<file path="config.mk">
export PLATFORM = sky130hd
export DESIGN_NAME = ffr_ctrl
export DESIGN_NICKNAME = d
export VERILOG_FILES = /design/src/rtl/core/ffr_pkg.sv /design/src/rtl/core/ffr_ctrl.sv
export SDC_FILE = /design/constraint.sdc
export NUM_CORES = 1
export LEC_CHECK = 0
export BUFFER_PORTS_ARGS = -buffer_cell sky130_fd_sc_hd__buf_2
export CELL_PAD_IN_SITES_DETAIL_PLACEMENT = 1
export CELL_PAD_IN_SITES_GLOBAL_PLACEMENT = 2
export CORE_ASPECT_RATIO = 1.2
export CORE_MARGIN = 2
export CORE_UTILIZATION = 29
export DETAILED_ROUTE_END_ITERATION = 8
export GPL_ROUTABILITY_DRIVEN = 1
export PLACE_DENSITY = 0.86
export SYNTH_ARGS = -nofsm -noshare
export SYNTH_HDL_FRONTEND = slang
export SYNTH_SLANG_ARGS = --single-unit
</file>
<file path="constraint.sdc">
create_clock -name clk_i -period 3.9 [get_ports clk_i]
set_input_delay 0.195 -clock clk_i [delete_from_list [all_inputs] [get_ports clk_i]]
set_output_delay 0.195 -clock clk_i [all_outputs]
set_load 0.01 [all_outputs]
</file>
<file path="src/rtl/core/ffr_pkg.sv">
// Shared constants, register indexes and controller/datapath interface types.
`timescale 1ns / 1ps
`default_nettype none
package ffr_pkg;

  localparam int FRAME_BYTES = 256;
  localparam int CHUNK_BYTES = 128;
  localparam int FILE_BYTES  = 4096;
  localparam int NAME_BYTES  = 32;

  localparam int FRAME_AW = $clog2(FRAME_BYTES);
  localparam int IDX_W    = FRAME_AW + 1;
  localparam int FILE_AW  = $clog2(FILE_BYTES);
  localparam int SIZE_W   = $clog2(FILE_BYTES + 1);
  localparam int CNT_W    = $clog2(CHUNK_BYTES + 1);
  localparam int OFF_W    = 16 + CNT_W + 1;

  localparam int PADDR_W = 5;

  // Register byte addresses divided by four.
  localparam logic [2:0] REG_HEADER = 3'd0;
  localparam logic [2:0] REG_START  = 3'd1;
  localparam logic [2:0] REG_DATA   = 3'd2;
  localparam logic [2:0] REG_END    = 3'd3;
  localparam logic [2:0] REG_ACK    = 3'd4;
  localparam logic [2:0] REG_NACK   = 3'd5;
  localparam logic [2:0] REG_READY  = 3'd6;

  typedef struct packed {
    logic take;
    logic copy;
    logic clear;
    logic reply_load;
    logic read_load;
  } ctrl_cmd_t;

  typedef struct packed {
    logic frame_done;
    logic need_copy;
    logic need_clear;
    logic copy_done;
    logic clear_last;
    logic rep_last;
    logic out_free;
  } dp_status_t;

endpackage
`default_nettype wire

</file>
<file path="src/rtl/core/ffr_ctrl.sv">
// Controller state machine that sequences requests, copies, clears and replies.
`timescale 1ns / 1ps
`default_nettype none
module ffr_ctrl (
  input  wire logic               clk_i,
  input  wire logic               rst_ni,
  input  wire logic               in_valid_i,
  input  wire logic               cmd_i,
  input  wire ffr_pkg::dp_status_t st_i,
  output ffr_pkg::ctrl_cmd_t      cmd_o,
  output logic                    in_stall_o
);

  typedef enum logic [5:0] {
    S_WIPE  = 6'b000001,
    S_IDLE  = 6'b000010,
    S_READ  = 6'b000100,
    S_COPY  = 6'b001000,
    S_CLEAR = 6'b010000,
    S_REPLY = 6'b100000
  } state_e;

  state_e state_q, state_d;

  always_comb begin
    state_d = state_q;
    cmd_o   = '0;
    in_stall_o = (state_q != S_IDLE);
    unique case (state_q)
      S_WIPE: begin
        cmd_o.clear = 1'b1;
        if (st_i.clear_last) state_d = S_IDLE;
      end
      S_IDLE: begin
        if (in_valid_i) begin
          cmd_o.take = 1'b1;
          if (cmd_i) state_d = S_READ;
          else if (st_i.frame_done) begin
            if (st_i.need_copy) state_d = S_COPY;
            else if (st_i.need_clear) state_d = S_CLEAR;
            else state_d = S_REPLY;
          end
        end
      end
      S_READ: begin
        if (st_i.out_free) begin
          cmd_o.read_load = 1'b1;
          state_d = S_IDLE;
        end
      end
      S_COPY: begin
        cmd_o.copy = 1'b1;
        if (st_i.copy_done) state_d = S_REPLY;
      end
      S_CLEAR: begin
        cmd_o.clear = 1'b1;
        if (st_i.clear_last) state_d = S_REPLY;
      end
      S_REPLY: begin
        if (st_i.out_free) begin
          cmd_o.reply_load = 1'b1;
          if (st_i.rep_last) state_d = S_IDLE;
        end
      end
      default: state_d = S_WIPE;
    endcase
  end

  always_ff @(posedge clk_i or negedge rst_ni) begin
    if (!rst_ni) begin
      state_q <= S_WIPE;
    end else begin
      state_q <= state_d;
    end
  end

endmodule
`default_nettype wire

</file>
==> flow_metrics.tcl, run 1 <==
set metrics [dict create \
    placeableCoreArea_um2 1808 \
    cts.sinks 6 \
    post-route-min-period_ns 2.027 \
    largest_register_ff_count 6 \
    syn_area_um2 540.5 \
    antenna_found_initial 0 \
    power.density_nw_per_um2 598.2 \
    cp.buffers_inverters 1 \
    hp-start "st_i[5]" \
    placed_area_um2 615.6 \
    grt_usage_pct 14.82 \
    critPathMaxFanout 14 \
    top_regs "state_q: 6 flops" \
    worst_setup_path_end_kind "output port" \
    arrival_ns 1.83 \
    tightest_slew_ns 0.3842 \
    die_w_um 43.41 \
    fin_tns_setup_ns 0 \
    synth-compound-area-share_pct 16.67 \
    max_stage_delay_ns 0.59 \
    fmax_mhz 493.4 \
    crit_start "state_q[2]$_DFFE_PN0P_" \
    routed_wl_um 1417 \
    cp_slowest_cell "or4_4" \
    peakVddDrop_mv 0.2221 \
    yosysSeqAreaShare_pct 28.01 \
    drive_gt1_share_pct 28.92 \
    drt-initial-drc-count 7 \
    grt_overflow_total 0 \
    cts_resized 0 \
    cts_tree "built" \
    start_kind "flip-flop" \
    finalPower_uw 389.9 \
    io_buffers 16 \
    worstPathCellList "or4_4 > nor2_1 > and2_1 > buf_2" \
    start_util_pct 29.90 \
    grt_pass1_wl_um 2352 \
    clkTransAtPathRegs_ns 0.06 \
    syn_nets 78 \
    dr.pass1.iters 2 \
    num-nets-final 95 \
    n_antenna_cell 0 \
    slew_viol_final 0 \
    maxCapViolations 0 \
    setup_viol 0 \
    wl_per_cell_um 13.89 \
    syn2layout_area_growth_pct 20.60 \
    ys_types 34 \
    hold_path.class "in -> reg" \
    yosys_register_bits 6 \
    htree_num_levels 1 \
    relSlewSlack_pct 74.19 \
    drc 0 \
    r2r-start "state_q[2]$_DFFE_PN0P_" \
    clock-skew-final_ns 0.005983 \
    hold_violations 0 \
    largest_register "state_q" \
    postSynthAreaPerCell_um2 8.067 \
    criticalPathCategory "reg -> out" \
    synth_xor_area_share_pct 6.481 \
    viasPerCell 5.441 \
    clockRootBuffer "clkbuf_4" \
    synth_top_family_by_area "simple AND/OR/NAND/NOR gates" \
    fin_area_um2 651.9 \
    num_vias 555 \
    cts_buffer_depth 2 \
    synth_cells 67 \
    worstSkewPairLatency_ns 0.26 \
    p_leak_uw 0.0003052 \
    synth.area.mux_share_pct 1.852 \
    rows 17 \
    outcome "finished, final reports clean" \
    critPathTopFamily "simple AND/OR/NAND/NOR gates" \
    ios 17 \
    yosys_warnings 0 \
    numCtsBuffers 3 \
    grt_max_degree 15 \
    first_global_vias 525 \
    die_area_um2 2227 \
    dp_hpwl_um 1134 \
    cp.required_ns 3.70 \
    synth_simple_gate_area_share_pct 38.89 \
    hold_ws_ns 0.1860 \
    yosys.area_share.adder_pct 0 \
    grt_setup_unrepaired "false" \
    post-route-period-util_pct 51.97 \
    ant_nets 0 \
    place.gp.congestion 0.8387 \
    chipHeight_um 51.29 \
]
==> tightest hold or removal path, stage by stage <==
cell and delay [ns]:
buf_2 0.11, nand2_1 0.05, o2bb2ai_1 0.05
==> cells by family after synthesis <==
kind of cell,after synthesis
xor gates and xnor gates,4
muxes,1
AOI/OAI and AO/OA,15
and+or+nand+nor,32
DFF,6
buffers and inverters,9
==> metrics by stage <==
stage                     cells  util [%]  worst slack [ns]
final                       102     36.06             1.873
after floorplan              67         -             2.106
after detailed placement     97     34.05             1.998
after CTS                   102     36.06             1.851
after global routing        102     36.06             1.729
after global placement       97     34.05             2.035
==> cells in the final DEF (no fill, tap or decap), types with 2 or more instances in the layout <==
cell type,n
a21oi_1,2
o21ai_0,7
nand2_1,5
and3_1,2
buf_2,16
inv_1,4
dfrtp_1,5
or4_1,2
nand3_1,2
o21bai_1,2
nor3b_1,2
xor2_1,3
clkbuf_4,3
nor3_1,4
nor2_1,4
==> report_power, final <==
part | switching, µW | internal, µW
clock network | 30.1 | 39.3
logic | 95.8 | 96.6
registers | 43.6 | 84.6
==> cell usage after synthesis <==
master / instances / area, µm²
and3_1: 2 / 12.51
nand2b_1: 1 / 6.260
dfrtp_1: 5 / 125.1
o21bai_1: 2 / 15.01
o2bb2ai_1: 1 / 8.760
dfstp_2: 1 / 26.28
xor2_1: 3 / 26.28
nand3_1: 2 / 10.01
inv_1: 4 / 15.01
nor3b_1: 2 / 15.01
o21ai_1: 1 / 5.000
or4b_1: 1 / 10.01
nand4_4: 1 / 21.27
nor4b_1: 1 / 8.760
or4_4: 1 / 11.26
nor2_1: 4 / 15.01
nor4_1: 1 / 6.260
xnor2_1: 1 / 8.760
buf_6: 1 / 11.26
o41ai_1: 1 / 8.760
or2_2: 1 / 6.260
o211ai_1: 1 / 7.510
nand4b_1: 1 / 8.760
and2_1: 1 / 6.260
nor3_1: 4 / 20.02
nand2_1: 5 / 18.77
clkbuf_1: 2 / 7.510
or4_1: 2 / 15.01
or3b_4: 1 / 11.26
a21oi_1: 2 / 10.01
o21ai_0: 7 / 35.03
nand3b_1: 1 / 7.510
mux2i_1: 1 / 10.01
buf_2: 2 / 10.01
==> what timing repair did <==
action | in CTS | in global routing
buffers inserted | 0 | 0
endpoints found under the hold margin | 6 | 0
hold buffers | 1 | 0
==> per-layer routing <==
metal	share of wire, %	vias to the layer above	global-route usage (%)
met5	0	-	0
met3	4.9	2	6.360
met1	42	268	15.27
met4	1.2	0	7.576
li1	-	273	-
met2	52	12	25.12
==> path summary, 6_finish.rpt <==
| kind | cells past startpoint | to | slack (ns) |
|---|---|---|---|
| max in group asynchronous | 2 | state_q[0]$_DFFE_PN1P_ | 3.39 |
| min in group asynchronous | 2 | state_q[2]$_DFFE_PN0P_ | 0.28 |
| worst max register to register | 4 | state_q[2]$_DFFE_PN0P_ | 2.00 |
| worst min register to register | 2 | state_q[0]$_DFFE_PN1P_ | 0.62 |
| worst max-delay path | 4 | cmd_o[4] | 1.87 |
| worst min-delay path | 3 | state_q[3]$_DFFE_PN0P_ | 0.19 |
==> layout make-up <==
type	count	area (µm²)
tap	19	23.77
fill	228	1156
sequential	6	151.4
multi-input combinational	52	345.3
timing repair buffer	17	90.09
inverter	4	15.01
clock buffer	4	26.28
(Power assumes the default switching activity.)
==> run 2, diff against run 1 <==
--- a/config.mk
+++ b/config.mk
@@ -10,10 +10,10 @@
 export CELL_PAD_IN_SITES_GLOBAL_PLACEMENT = 2
 export CORE_ASPECT_RATIO = 1.2
 export CORE_MARGIN = 2
-export CORE_UTILIZATION = 29
+export CORE_UTILIZATION = 27
 export DETAILED_ROUTE_END_ITERATION = 8
 export GPL_ROUTABILITY_DRIVEN = 1
-export PLACE_DENSITY = 0.86
+export PLACE_DENSITY = 0.81
 export SYNTH_ARGS = -nofsm -noshare
 export SYNTH_HDL_FRONTEND = slang
 export SYNTH_SLANG_ARGS = --single-unit
==> constraint.sdc (replaced) <==
create_clock -name clk_i -period 2 [get_ports clk_i]
set_input_delay 0.1 -clock clk_i [delete_from_list [all_inputs] [get_ports clk_i]]
set_output_delay 0.1 -clock clk_i [all_outputs]
set_load 0.01 [all_outputs]
==> run 2 against run 1 <==
Net effect:
- sequential cell count is the same
- setup slack lost 1.8 ns
- final cell count grew 2.9%
- first-iteration DRC count grew 57%
- worst hold slack lost 0.066 ns
- count of clock-buffer cells in the layout is the same
- design area grew 3.5%
- critical path depth is the same
- clock power grew 77%
- critical path type is now reg -> reg
- critical endpoint is now state_q[2]$_DFFE_PN0P_
- largest power group unchanged
==> flow_metrics.tcl, run 2 (synthesis results as in run 1) <==
set metrics [dict create \
    outcome "finished, final reports clean" \
    max_stage_delay_ns 0.59 \
    first_global_vias 548 \
    grt-busiest-layer "met2" \
    cp.required_ns 2.16 \
    worstPathCellList "or4_4 > or3b_4 > nand4_4 > mux2i_1" \
    num-nets-final 98 \
    drt-initial-drc-count 11 \
    mostFrequentLayoutCells "buf_2, o21ai_0, nand2_1, dfrtp_1" \
    fin_tns_setup_ns 0 \
    dp_hpwl_um 1242 \
    grt_pass1_wl_um 2408 \
    n_antenna_cell 0 \
    post-route-min-period_ns 1.906 \
    placeableCoreArea_um2 1872 \
    dr.pass1.iters 4 \
    grt_max_degree 14 \
    criticalPathCategory "reg -> reg" \
    routed_wl_um 1506 \
    clockRootBuffer "clkbuf_4" \
    power.density_nw_per_um2 1168 \
    cp_slowest_cell "or4_4" \
    cts_buffer_depth 2 \
    use_met2_pct 24.64 \
    syn2layout_area_growth_pct 24.77 \
    cts.sinks 6 \
    largest_register_ff_count 6 \
    rows 17 \
    place.gp.congestion 0.7828 \
    wl_per_cell_um 14.34 \
    p_leak_uw 0.0003215 \
    die_w_um 44.85 \
    drc 0 \
    cts_tree "built" \
    critPathMaxFanout 8 \
    maxCapViolations 0 \
    grt_util_met1_pct 15.67 \
    post-route-period-util_pct 95.31 \
    die_area_um2 2377 \
    antenna_found_initial 0 \
    io_buffers 16 \
    numCtsBuffers 3 \
    pre_cts_ws_ns 0.1063 \
    met3_usage_pct 5.461 \
    largest_register "state_q" \
    worst_setup_path_end_kind "flip-flop" \
    clock-skew-final_ns 0.008431 \
    chipHeight_um 53.02 \
    post_cts_buffers 0 \
    grt_usage_pct 14.19 \
    arrival_ns 2.07 \
    hold_violations 0 \
    ant_nets 0 \
    viasPerCell 5.467 \
    grt_setup_unrepaired "false" \
    drive_gt1_share_pct 31.40 \
    num_vias 574 \
    setup_ws_ns 0.09387 \
    peakVddDrop_mv 0.4175 \
    htree_num_levels 1 \
    relSlewSlack_pct 74.35 \
    setup_viol 0 \
    ios 17 \
    clkTransAtPathRegs_ns 0.05 \
    slew_viol_final 0 \
    hold_path.class "in -> reg" \
    start_util_pct 28.88 \
    layout_commonest_cell "buf_2" \
    grt_overflow_total 0 \
    tightest_slew_ns 0.3818 \
    top_regs "state_q: 6 flops" \
    worstSkewPairLatency_ns 0.25 \
    start_kind "flip-flop" \
    fmax_mhz 524.6 \
]
-- run 2: critical path: cells and delay by family (launching register included) --
| kind | cells | cell delay (ns) |
|---|---|---|
| DFF | 1 | 0.45 |
| and+or+nand+nor | 3 | 1.15 |
| muxes | 1 | 0.21 |
-- run 2: what timing repair did --
item | CTS | global route
hold buffers | 1 | 0
resized for setup | 0 | 0
endpoints found under the hold margin | 6 | 0
-- run 2: report_power, final --
part | internal (µW) | leakage, µW | total (µW) | switching (µW)
registers | 166 | 0.0000783 | 226 | 59.9
logic | 203 | 0.000228 | 439 | 237
clock network | 75.8 | 0.0000150 | 123 | 47.0
total | 444 | 0.000321 | 788 | 343
-- run 2: final cells by class --
| cell class | count | area [µm²] |
|---|---|---|
| Multi-Input combinational cell | 52 | 345.3 |
| Clock buffer | 4 | 26.28 |
| Fill cell | 245 | 1197 |
| Inverter | 4 | 15.01 |
| Timing Repair Buffer | 20 | 112.6 |
| Tap cell | 19 | 23.77 |
| Sequential cell | 6 | 151.4 |
-- run 2: routing by layer --
layer,wire (µm),vias up
li1,-,282
met1,650,276
met2,773,12
met3,53,4
met4,29,0
met5,0,-
-- run 2: stage by stage --
stage / util [%] / cell area [µm²] / hold WS [ns] / power [µW] / cells
after floorplan: - / 540.5 / -0.1956 / 536.7 / 67
after global placement: 34.09 / 638.1 / -0.06812 / 652.0 / 100
after detailed placement: 34.09 / 638.1 / -0.07200 / 668.5 / 100
after CTS: 36.03 / 674.4 / 0.1186 / 794.0 / 105
after global routing: 36.03 / 674.4 / 0.1401 / 851.3 / 105
final: 36.03 / 674.4 / 0.1195 / 787.7 / 105
-- run 2: final timing paths --
path,depth (start not counted),slack (ns),to,startpoint
max reg2reg,4,0.09,state_q[2]$_DFFE_PN0P_,state_q[3]$_DFFE_PN0P_
min,3,0.12,state_q[3]$_DFFE_PN0P_,st_i[3]
max,4,0.09,state_q[2]$_DFFE_PN0P_,state_q[3]$_DFFE_PN0P_
min in group asynchronous,2,0.20,state_q[3]$_DFFE_PN0P_,rst_ni
max in group asynchronous,2,1.57,state_q[0]$_DFFE_PN1P_,rst_ni
min reg2reg,1,0.60,state_q[1]$_DFFE_PN0P_,state_q[4]$_DFFE_PN0P_
